[config.mk]
export PLATFORM = sky130hd
export DESIGN_NAME = iso_date_text_parser
export DESIGN_NICKNAME = d
export VERILOG_FILES = /design/src/idtp_pkg.sv /design/src/iso_date_text_parser.sv
export SDC_FILE = /design/constraint.sdc
export NUM_CORES = 1
export LEC_CHECK = 0
export ABC_CLOCK_PERIOD_IN_PS = 6600
export BUFFER_PORTS_ARGS = -buffer_cell sky130_fd_sc_hd__buf_2
export CAP_MARGIN = 20
export CORE_ASPECT_RATIO = 1.25
export CORE_MARGIN = 2
export CORE_UTILIZATION = 25
export CTS_BUF_LIST = sky130_fd_sc_hd__clkbuf_4
export DETAILED_ROUTE_END_ITERATION = 6
export GPL_ROUTABILITY_DRIVEN = 0
export GPL_TIMING_DRIVEN = 0
export RECOVER_POWER = 25
export SETUP_SLACK_MARGIN = 0.3
export SLEW_MARGIN = 20
export SYNTH_ARGS = -nofsm -noshare
export SYNTH_HDL_FRONTEND = slang
export SYNTH_SLANG_ARGS = --single-unit
[constraint.sdc]
create_clock -name clk -period 6.6 [get_ports clk]
set_input_delay 1.32 -clock clk [delete_from_list [all_inputs] [get_ports clk]]
set_output_delay 1.32 -clock clk [all_outputs]
set_load 0.01 [all_outputs]
[src/idtp_pkg.sv]
package idtp_pkg;

	localparam int unsigned CharW  = 8;
	localparam int unsigned PosW   = 4;
	localparam int unsigned YearW  = 14;
	localparam int unsigned PairW  = 7;
	localparam int unsigned MonthW = 4;
	localparam int unsigned DayW   = 5;

	localparam logic [PosW-1:0] TextLen  = 4'd10;
	localparam logic [PosW-1:0] PosFinal = 4'd9;
	localparam logic [PosW-1:0] PosSep1  = 4'd4;
	localparam logic [PosW-1:0] PosSep2  = 4'd7;
	localparam logic [PosW-1:0] PosYrLo  = 4'd2;

	localparam logic [CharW-1:0] ChDash  = 8'h2d;
	localparam logic [CharW-1:0] ChZero  = 8'h30;
	localparam logic [CharW-1:0] ChNine  = 8'h39;

	localparam logic [YearW-1:0] YearMin = 14'd1900;
	localparam logic [YearW-1:0] YearMax = 14'd9999;
	localparam logic [PairW-1:0] MonthMax = 7'd12;

	localparam int unsigned DataOutW = 24;

	typedef logic [DayW-1:0] day_t;

	// days in a month, zero for a month code outside 1..12
	function automatic day_t days_in_month(input logic [MonthW-1:0] m, input logic leap);
		day_t d;
		case (m)
			4'd1, 4'd3, 4'd5, 4'd7, 4'd8, 4'd10, 4'd12: d = 5'd31;
			4'd4, 4'd6, 4'd9, 4'd11: d = 5'd30;
			4'd2: d = leap ? 5'd29 : 5'd28;
			default: d = 5'd0;
		endcase
		return d;
	endfunction

endpackage

[src/iso_date_text_parser.sv]
// channel  | direction | handshake             | payload
// s_axis   | in        | s_tvalid / s_tready   | s_tdata = char_code, s_tlast = last_char
// m_axis   | out       | m_tvalid / m_tready   | m_tdata = date_ok, year, month, day
//
// one character per cycle unless a last character stalls: an input register, then the
// parse update and the calendar check in one pass into the result register
// a result appears only for a character flagged last
// arst_n clears the position, accumulators, error flag and both valid bits
// characters that give no result pass while the output waits; only a last
// character stalls behind an untaken result
module iso_date_text_parser (
	input  logic        clk,
	input  logic        arst_n,
	input  logic        s_tvalid,
	output logic        s_tready,
	input  logic [7:0]  s_tdata,  // [7:0] char_code
	input  logic        s_tlast,  // last_char
	output logic        m_tvalid,
	input  logic        m_tready,
	output logic [23:0] m_tdata   // [0] date_ok, [14:1] year_out, [18:15] month_out,
	                              // [23:19] day_out
);

	logic                            valid_s1;
	logic [idtp_pkg::CharW-1:0]      char_s1;
	logic                            last_s1;
	logic                            fire_s1;

	logic [idtp_pkg::PosW-1:0]       pos_q;
	logic [idtp_pkg::YearW-1:0]      year_q;
	logic [idtp_pkg::PairW-1:0]      yhi_q;
	logic [idtp_pkg::PairW-1:0]      ylo_q;
	logic [idtp_pkg::PairW-1:0]      month_q;
	logic [idtp_pkg::PairW-1:0]      day_q;
	logic                            bad_q;

	logic [idtp_pkg::DataOutW-1:0]   data_q;
	logic                            valid_q;

	logic                            is_digit;
	logic [3:0]                      digit;
	logic [idtp_pkg::PosW-1:0]       pos_n;
	logic [idtp_pkg::YearW-1:0]      year_n;
	logic [idtp_pkg::PairW-1:0]      yhi_n;
	logic [idtp_pkg::PairW-1:0]      ylo_n;
	logic [idtp_pkg::PairW-1:0]      month_n;
	logic [idtp_pkg::PairW-1:0]      day_n;
	logic                            bad_n;
	logic                            at_end;
	logic                            leap;
	idtp_pkg::day_t                  dim;
	logic                            ok;

	assign fire_s1  = valid_s1 && (!last_s1 || !valid_q || m_tready);
	assign s_tready = !valid_s1 || fire_s1;
	assign m_tvalid = valid_q;
	assign m_tdata  = data_q;

	assign is_digit = (char_s1 >= idtp_pkg::ChZero) && (char_s1 <= idtp_pkg::ChNine);
	assign digit    = 4'(char_s1 - idtp_pkg::ChZero);

	always_comb begin
		pos_n   = pos_q;
		year_n  = year_q;
		yhi_n   = yhi_q;
		ylo_n   = ylo_q;
		month_n = month_q;
		day_n   = day_q;
		bad_n   = bad_q;
		at_end  = 1'b0;
		if (pos_q >= idtp_pkg::TextLen) begin
			bad_n = 1'b1;
		end else begin
			at_end = (pos_q == idtp_pkg::PosFinal);
			pos_n  = pos_q + 4'd1;
			if (pos_q == idtp_pkg::PosSep1 || pos_q == idtp_pkg::PosSep2) begin
				if (char_s1 != idtp_pkg::ChDash)
					bad_n = 1'b1;
			end else if (!is_digit) begin
				bad_n = 1'b1;
			end else if (pos_q < idtp_pkg::PosSep1) begin
				// x*10 as shift and add
				year_n = (year_q << 3) + (year_q << 1) + {10'd0, digit};
				if (pos_q < idtp_pkg::PosYrLo)
					yhi_n = (yhi_q << 3) + (yhi_q << 1) + {3'd0, digit};
				else
					ylo_n = (ylo_q << 3) + (ylo_q << 1) + {3'd0, digit};
			end else if (pos_q < idtp_pkg::PosSep2) begin
				month_n = (month_q << 3) + (month_q << 1) + {3'd0, digit};
			end else begin
				day_n = (day_q << 3) + (day_q << 1) + {3'd0, digit};
			end
		end
	end

	// year and month are complete before the final character, only the day moves
	assign leap = (ylo_q == '0) ? (yhi_q[1:0] == 2'd0) : (ylo_q[1:0] == 2'd0);
	assign dim  = idtp_pkg::days_in_month(month_q[idtp_pkg::MonthW-1:0], leap);
	assign ok   = at_end && !bad_n
		&& (year_q >= idtp_pkg::YearMin) && (year_q <= idtp_pkg::YearMax)
		&& (month_q != '0) && (month_q <= idtp_pkg::MonthMax)
		&& (day_n != '0) && (day_n <= {2'd0, dim});

	always_ff @(posedge clk or negedge arst_n) begin
		if (!arst_n) begin
			valid_s1 <= 1'b0;
		end else if (s_tready) begin
			valid_s1 <= s_tvalid;
		end
	end

	always_ff @(posedge clk) begin
		if (s_tvalid && s_tready) begin
			char_s1 <= s_tdata;
			last_s1 <= s_tlast;
		end
	end

	always_ff @(posedge clk or negedge arst_n) begin
		if (!arst_n) begin
			pos_q   <= '0;
			year_q  <= '0;
			yhi_q   <= '0;
			ylo_q   <= '0;
			month_q <= '0;
			day_q   <= '0;
			bad_q   <= 1'b0;
		end else if (fire_s1) begin
			if (last_s1) begin
				pos_q   <= '0;
				year_q  <= '0;
				yhi_q   <= '0;
				ylo_q   <= '0;
				month_q <= '0;
				day_q   <= '0;
				bad_q   <= 1'b0;
			end else begin
				pos_q   <= pos_n;
				year_q  <= year_n;
				yhi_q   <= yhi_n;
				ylo_q   <= ylo_n;
				month_q <= month_n;
				day_q   <= day_n;
				bad_q   <= bad_n;
			end
		end
	end

	always_ff @(posedge clk or negedge arst_n) begin
		if (!arst_n) begin
			valid_q <= 1'b0;
		end else if (fire_s1 && last_s1) begin
			valid_q <= 1'b1;
		end else if (m_tready) begin
			valid_q <= 1'b0;
		end
	end

	always_ff @(posedge clk) begin
		if (fire_s1 && last_s1) begin
			data_q <= ok ? {day_n[idtp_pkg::DayW-1:0], month_q[idtp_pkg::MonthW-1:0],
				year_q, 1'b1} : '0;
		end
	end

`ifndef NO_ASSERTIONS
	a_pos_sat: assert property (@(posedge clk) disable iff (!arst_n)
		pos_q <= idtp_pkg::TextLen)
		else $error("character position beyond saturation");

	a_invalid_zero: assert property (@(posedge clk) disable iff (!arst_n)
		(valid_q && !data_q[0]) |-> (data_q[23:1] == '0))
		else $error("invalid result carries nonzero fields");

	a_clear_after_last: assert property (@(posedge clk) disable iff (!arst_n)
		(fire_s1 && last_s1) |=> (pos_q == '0 && !bad_q && year_q == '0))
		else $error("state not cleared after final character");

	a_ok_ranges: assert property (@(posedge clk) disable iff (!arst_n)
		(valid_q && data_q[0]) |-> (data_q[18:15] != '0 && data_q[18:15] <= 4'd12
			&& data_q[23:19] != '0))
		else $error("accepted date outside month or day range");

	a_result_loaded: assert property (@(posedge clk) disable iff (!arst_n)
		(fire_s1 && last_s1) |=> valid_q)
		else $error("final character gave no result");
`endif

endmodule
==> reports/qor.yml, run 1 <==
status:
  outcome: "finished, violations left"
  violations: "max-capacitance violations, max-slew violations"
critical_path:
  cp_max_fo: 10
  worstReg2RegEnd: "m_tdata[11]"
  critPathCaptureType: "flop"
  path_class: "flop to flop"
  rrSetupSlack_ns: 2.69
  required_ns: 6.83
  cp-start-kind: "flop"
  reg2regPathDepth: 15
  timing.rr.start: "char_s1[3]"
  worstPathArrival_ns: 4.14
floorplanning:
  core-area_um2: 19260
  die_x_um: 128.8
  start_util: 0.2529
  dieHeight_um: 160.0
  ios: 39
  die-area_um2: 20620
  rows: 57
min_path:
  hp-class: "flop to flop"
  min_from: "month_q[6]"
  whs_path_depth: 2
  holdPathEnd: "month_q[6]"
synthesis:
  netlist_instances: 448
  ys_types: 59
  synth_seq_cells: 77
  synth_fp_nets: 523
  synth_edf_count: 33
  synthTopCellsByArea: "dfrtp_1 (23%), edfxtp_1 (20%), ha_1 (14%)"
  yosysTopAreaCell: "dfrtp_1"
  synth_top_area_frac: 0.2261
  synthArstFlopShare: 0.5714
  syn_area_um2: 4870
  synthFlopType: "dfrtp_1"
  yosysWarningCount: 0
  synth_seq_area_share: 0.4296
  avgSynthCellArea_um2: 10.87
drt:
  drtPass1Iterations: 4
  vias_per_cell: 4.688
  avgRoutedWirePerCell_um: 13.81
  drtAntennaViolNets: 0
  routed-via-count: 3469
  drt-initial-drc-count: 249
  drt-total-wl_um: 10220
  wl_met1_um: 4935
  routed-wl-met2_um: 4643
  highest_layer: "met4"
  route.met3.wl_um: 399
  drc: 0
timing:
  grt_setup_unrepaired: "no"
  fin_setup_tns_ns: 0
  final-max-slew-violation-count: 45
  hold_viol: 0
  setup_viol: 0
  finalCriticalPeriod_ns: 3.914
  relSlewSlack: -0.6806
  holdWs_ns: 0.4927
  fin_skew_ns: 0.01720
  min_period_over_period: 0.5931
  max_clock_freq_ghz: 0.2555
  worst_pin_slew_ns: 2.521
clock_tree:
  clk_latency_ns: 0.47
  cts_tree: "done"
  h-tree-depth: 3
  clk_pin_slew_ns: 0.12
  ctsRootBufferMaster: "clkbuf_4"
  postCtsSetupRepairBufs: 0
  numCtsBuffers: 9
  cts-hold-fix-buffers: 0
  cts_buffer_depth: 2
  clock-sinks: 77
  post_cts_resized: 0
job:
  max_cap_viol_count: 1
global_routing:
  grt_pass1_vias: 3508
  grt_max_degree: 45
  grt_first_pass_wirelength_um: 17240
  track_usage: 0.1070
  grt_antenna_before_repair: 1
  overflow: 0
placed_design:
  hpwl_um: 7600
  portBuffers: 38
pwr:
  power.share.switching: 0.3276
  p_int_mw: 0.8643
  totalPowerFinal_mw: 1.285
  p_comb_frac: 0.274
  power_density_nw_per_um2: 232.4
  clock_power_share: 0.253
  p_leak_nw: 2.635
  p_switching_mw: 0.4210
  p_seq_frac: 0.472
  vdd_drop_max_uv: 122.8
cells_and_area:
  nFillCells: 2022
  area_growth_pct: 13.57
  drive_above_1_share: 0.1650
  nets: 573
power by group through the flow:
stage	logic [mW]	clock network [mW]	registers (mW)
after floorplan	0.275	0	0.604
after global placement	0.350	0	0.616
after detailed placement	0.356	0	0.617
after CTS	0.358	0.335	0.607
after global routing	0.413	0.353	0.616
final	0.353	0.325	0.607
per-stage QoR:
| step | setup WS (ns) | cells | instance area, um2 | util |
|---|---|---|---|---|
| floorplan | 3.148 | 448 | 4870 | - |
| global placement | 2.697 | 722 | 5355 | 0.2781 |
| detailed placement | 2.690 | 723 | 5376 | 0.2792 |
| CTS | 2.660 | 739 | 5529 | 0.2871 |
| global route | 2.434 | 740 | 5530 | 0.2872 |
| finish | 2.686 | 740 | 5530 | 0.2872 |
placed cells by master (no fill, tap or decap), types with 10 or more instances in the layout:
cell type / n
a21oi_1: 16
a22o_1: 15
buf_2: 39
clkbuf_4: 10
dfrtp_1: 44
edfxtp_1: 33
ha_1: 54
inv_1: 25
nand2_1: 37
nor2_1: 29
o21ai_0: 34
xnor2_1: 16
xor2_1: 11
worst max-delay path by stage:
stage | startpoint | endpoint | slack [ns] | depth (start not counted)
after floorplan | char_s1[3] | m_tdata[10] | 3.15 | 15
after global placement | char_s1[3] | m_tdata[11] | 2.70 | 15
after detailed placement | char_s1[3] | m_tdata[10] | 2.69 | 15
after CTS | char_s1[3] | m_tdata[10] | 2.66 | 15
after global routing | char_s1[3] | m_tdata[11] | 2.43 | 15
final | char_s1[3] | m_tdata[11] | 2.69 | 15
critical path, cell delays in order (launching register included):
cell	delay [ns]
edfxtp_1	0.62
inv_1	0.13
fa_1	0.54
inv_1	0.06
fa_1	0.45
xor2_1	0.16
mux2i_1	0.33
inv_1	0.09
ha_1	0.31
nand2_1	0.06
o22ai_1	0.06
a21oi_1	0.13
and4b_1	0.23
o211a_4	0.19
buf_8	0.15
and2_4	0.15
synthesized netlist by cell type, drive strengths merged (2+ instances only):
master and instances:
a21oi 16, nand4 2, xor2 11, nor2b 2, o22ai 3, edfxtp 33, nor3 5, fa 8
buf 5, o21ai 34, dfrtp 44, nor3b 3, nand2b 8, or4b 3, and2 21, o211ai 3
ha 54, o21a 2, nand3 5, or3 2, inv 25, xnor2 16, clkbuf 8, nand2 37
a41o 2, a22o 15, nor4 4, mux2i 9, nor2 29, a32o 2, a22oi 2, a211oi 6
a21o 9
area by class of cell:
type / instances / area [um2] / area share
multi-input cells: 332 / 2603 / 0.4706
flip-flops and latches: 77 / 2092 / 0.3783
well taps: 236 / 295.3 / 0.05339
repair buffers: 39 / 209.0 / 0.03778
inverters: 26 / 97.59 / 0.01765
plain buffers: 13 / 78.83 / 0.01425
clock inverters: 6 / 77.57 / 0.01403
clock buffers: 10 / 75.07 / 0.01357
diodes: 1 / 2.502 / 0.0004525
sequential cells by signal, indices dropped and copies added (netlist names):
signal / count
ylo_q: 7
yhi_q: 2
m_tdata: 24
char_s1: 8
day_q: 7
last_s1: 1
year_q: 14
pos_q: 4
month_q: 7
valid_s1: 1
m_tvalid: 1
bad_q: 1
cell families after synthesis:
| logic type | after synthesis | synth area share |
|---|---|---|
| buffers and inverters | 39 | 0.03597 |
| AOI/OAI and AO/OA | 106 | 0.1495 |
| and+or+nand+nor | 128 | 0.1436 |
| muxes | 9 | 0.02107 |
| DFF | 77 | 0.4296 |
| xor gates and xnor gates | 27 | 0.04856 |
| adders and majority gates | 62 | 0.1716 |
metal layers:
metal / up-vias / global-route usage
li1: 1729 / -
met1: 1673 / 0.1425
met2: 51 / 0.1643
met3: 16 / 0.02077
met4: 0 / 0.05484
met5: - / 0
Power figures use the tool's default switching activity.
==> run 2, diff against run 1 <==
--- a/config.mk
+++ b/config.mk
@@ -5,7 +5,7 @@
 export SDC_FILE = /design/constraint.sdc
 export NUM_CORES = 1
 export LEC_CHECK = 0
-export ABC_CLOCK_PERIOD_IN_PS = 6600
+export ABC_CLOCK_PERIOD_IN_PS = 3400
 export BUFFER_PORTS_ARGS = -buffer_cell sky130_fd_sc_hd__buf_2
 export CAP_MARGIN = 20
 export CORE_ASPECT_RATIO = 1.25
==> constraint.sdc (replaced) <==
create_clock -name clk -period 3.4 [get_ports clk]
set_input_delay 0.68 -clock clk [delete_from_list [all_inputs] [get_ports clk]]
set_output_delay 0.68 -clock clk [all_outputs]
set_load 0.01 [all_outputs]
==> run 2 against run 1 <==
The flow finishes with violations (max-capacitance violations, max-slew violations, negative setup slack). Worst hold slack got worse by 0.11 ns. Combinational power rose by 120%. Global-route usage rose by 0.53 points. Worst setup slack got worse by 2.7 ns. Sequential share of layout area fell by 2.2 points. Routed wire length rose by 7.2%. Utilization rose by 1.8 points. Register-to-register slack got worse by 2.7 ns. Via count rose by 3.9%. Clock power rose by 100%. Sequential cell count did not move. Maximum frequency rose by 13%. Critical endpoint is now m_tdata[3].
==> reports/qor.yml, run 2 (synthesized netlist as in run 1, its figures left out) <==
timing:
  final-max-slew-violation-count: 45  # unchanged
  setup_ws_ns: -0.05765  # was 2.686 ns
  hold_viol: 0  # unchanged
  fin_skew_ns: 0.02117  # was 0.01720 ns
  fin_setup_tns_ns: -0.3337  # was 0 ns
  worst_pin_slew_ns: 2.474  # was 2.521 ns
  max_clock_freq_ghz: 0.2892  # was 0.2555 GHz
  finalCriticalPeriod_ns: 3.458  # was 3.914 ns
  relSlewSlack: -0.6493  # was -0.6806
  min_period_over_period: 1.017  # was 0.5931
  setup_viol: 13  # was 0
  grt_setup_unrepaired: "yes"  # was no
drt:
  drt-total-wl_um: 10960  # was 10220 um
  drtAntennaViolNets: 0  # unchanged
  drc: 0  # unchanged
  vias_per_cell: 4.728  # was 4.688
  avgRoutedWirePerCell_um: 14.39  # was 13.81 um
  drtPass1Iterations: 4  # unchanged
  routed-via-count: 3603  # was 3469
  drt-initial-drc-count: 232  # was 249
cells_and_area:
  area_growth_pct: 20.53  # was 13.57%
  final_common_cell: "ha_1"  # unchanged
  final_core_util: 0.3048  # was 0.2872
  nets: 595  # was 573
  drive_above_1_share: 0.2400  # was 0.1650
  final_cell_mix: "ha_1 (50), dfrtp_1 (43), buf_2 (39)"  # was ha_1 (54), dfrtp_1 (44), buf_2 (39)
  largest_reg_flops: 24  # unchanged
critical_path:
  path_class: "flop to flop"  # unchanged
  critical_path_buf_inv_count: 1  # was 4
  critPathCaptureType: "flop"  # unchanged
  slowest_delay_ns: 0.77  # was 0.62 ns
  crit_family: "adder cells"  # unchanged
  cp_cell_sequence: "ha_1, ha_4, fa_2, a21o_1, a21oi_1, xnor2_1, nor3_1, o211a_4, buf_6, and2_4"  # was inv_1, fa_1, inv_1, fa_1, xor2_1, mux2i_1, inv_1, ha_1, nand2_1, o22ai_1, a21oi_1, and4b_1, o211a_4, buf_8, and2_4
  required_ns: 3.72  # was 6.83 ns
  cp-start-kind: "flop"  # unchanged
  cp_slowest_cell: "nor3_1"  # was edfxtp_1
  worstPathArrival_ns: 3.78  # was 4.14 ns
  cp_max_fo: 4  # was 10
floorplanning:
  dieHeight_um: 160.0  # unchanged
  start_util: 0.2529  # unchanged
  rows: 57  # unchanged
  core-area_um2: 19260  # unchanged
  ios: 39  # unchanged
  die_x_um: 128.8  # unchanged
  die-area_um2: 20620  # unchanged
clock_tree:
  clock-sinks: 77  # unchanged
  clk_latency_ns: 0.45  # was 0.47 ns
  cts_tree: "done"  # unchanged
  ctsRootBufferMaster: "clkbuf_4"  # unchanged
  numCtsBuffers: 9  # unchanged
  h-tree-depth: 3  # unchanged
  clk_pin_slew_ns: 0.14  # was 0.12 ns
  cts_buffer_depth: 2  # unchanged
status:
  violations: "max-capacitance violations, max-slew violations, negative setup slack"  # was max-capacitance violations, max-slew violations
  outcome: "finished, violations left"  # unchanged
job:
  max_cap_viol_count: 1  # unchanged
global_routing:
  track_usage: 0.1123  # was 0.1070
  overflow: 0  # unchanged
  grt_first_pass_wirelength_um: 18190  # was 17240 um
  grt_pass1_vias: 3623  # was 3508
  grt_antenna_before_repair: 1  # unchanged
  grt_max_degree: 45  # unchanged
pwr:
  vdd_drop_max_uv: 231.4  # was 122.8 uV
  power_density_nw_per_um2: 445.1  # was 232.4 nW/um2
  p_leak_nw: 2.751  # was 2.635 nW
  totalPowerFinal_mw: 2.613  # was 1.285 mW
min_path:
  hp-class: "primary input to flop"  # was flop to flop
placed_design:
  portBuffers: 38  # unchanged
  hpwl_um: 7707  # was 7600 um
run 2: cell types whose count changed in the layout (fill, tap and decap cells not counted), sizes merged:
cell,before,now
o211a,1,2
buf,43,64
clkinv,5,3
inv,25,27
run 2: final timing paths:
path / startpoint / slack [ns] / cells past startpoint / endpoint
max: char_s1[2] / -0.06 / 10 / m_tdata[3]
min: s_tdata[6] / 0.39 / 1 / char_s1[6]
max reg2reg: char_s1[2] / -0.06 / 10 / m_tdata[3]
min reg2reg: month_q[6] / 0.50 / 2 / month_q[6]
max in group asynchronous: arst_n / 0.86 / 1 / pos_q[0]
min in group asynchronous: arst_n / 0.97 / 1 / pos_q[1]
run 2: where the power goes:
| part | total (mW) | leakage, nW | switching [mW] | internal, mW |
|---|---|---|---|---|
| Clock | 0.652 | 0.0911 | 0.345 | 0.307 |
| Sequential | 1.17 | 0.913 | 0.106 | 1.06 |
| Combinational | 0.791 | 1.75 | 0.420 | 0.371 |
| Total | 2.61 | 2.75 | 0.871 | 1.74 |
run 2: routing by layer:
metal  track usage  vias to the layer above  wire, um
li1              -                     1770         -
met4       0.05632                        0       363
met5             0                        -         0
met2        0.1756                       71      5040
met3       0.02178                       21       416
met1        0.1474                     1741      5142
run 2: metrics by stage:
stage	cell area [um2]	hold WS [ns]	instances	setup slack (ns)
2_1_floorplan	4872	0.3844	448	0.1524
3_3_place_gp	5358	0.4604	722	-0.3336
3_5_place_dp	5379	0.4703	723	-0.3578
4_1_cts	5781	0.3593	757	-0.03982
5_1_grt	5869	0.3435	762	-0.1272
6_report	5869	0.3859	762	-0.05765
run 2: area by class of cell:
| type | instances | area [um2] |
|---|---|---|
| buffer | 13 | 82.58 |
| antenna | 1 | 2.502 |
| timing repair buffer | 60 | 397.9 |
| clock buffer | 10 | 75.07 |
| fill | 2019 | 13390 |
| sequential | 77 | 2093 |
| clock inverter | 6 | 85.08 |
| inverter | 26 | 97.59 |
| tap | 236 | 295.3 |
| multi-input combinational | 333 | 2740 |
run 2: what timing repair did:
action | in CTS | in global routing
setup endpoints to repair | 24 | 25
endpoints found under the hold margin | 0 | 0
resized for setup | 29 | 10
hold buffers | 0 | 0
gates cloned | 2 | 0
pin swaps | 6 | 8
buffers inserted | 16 | 4
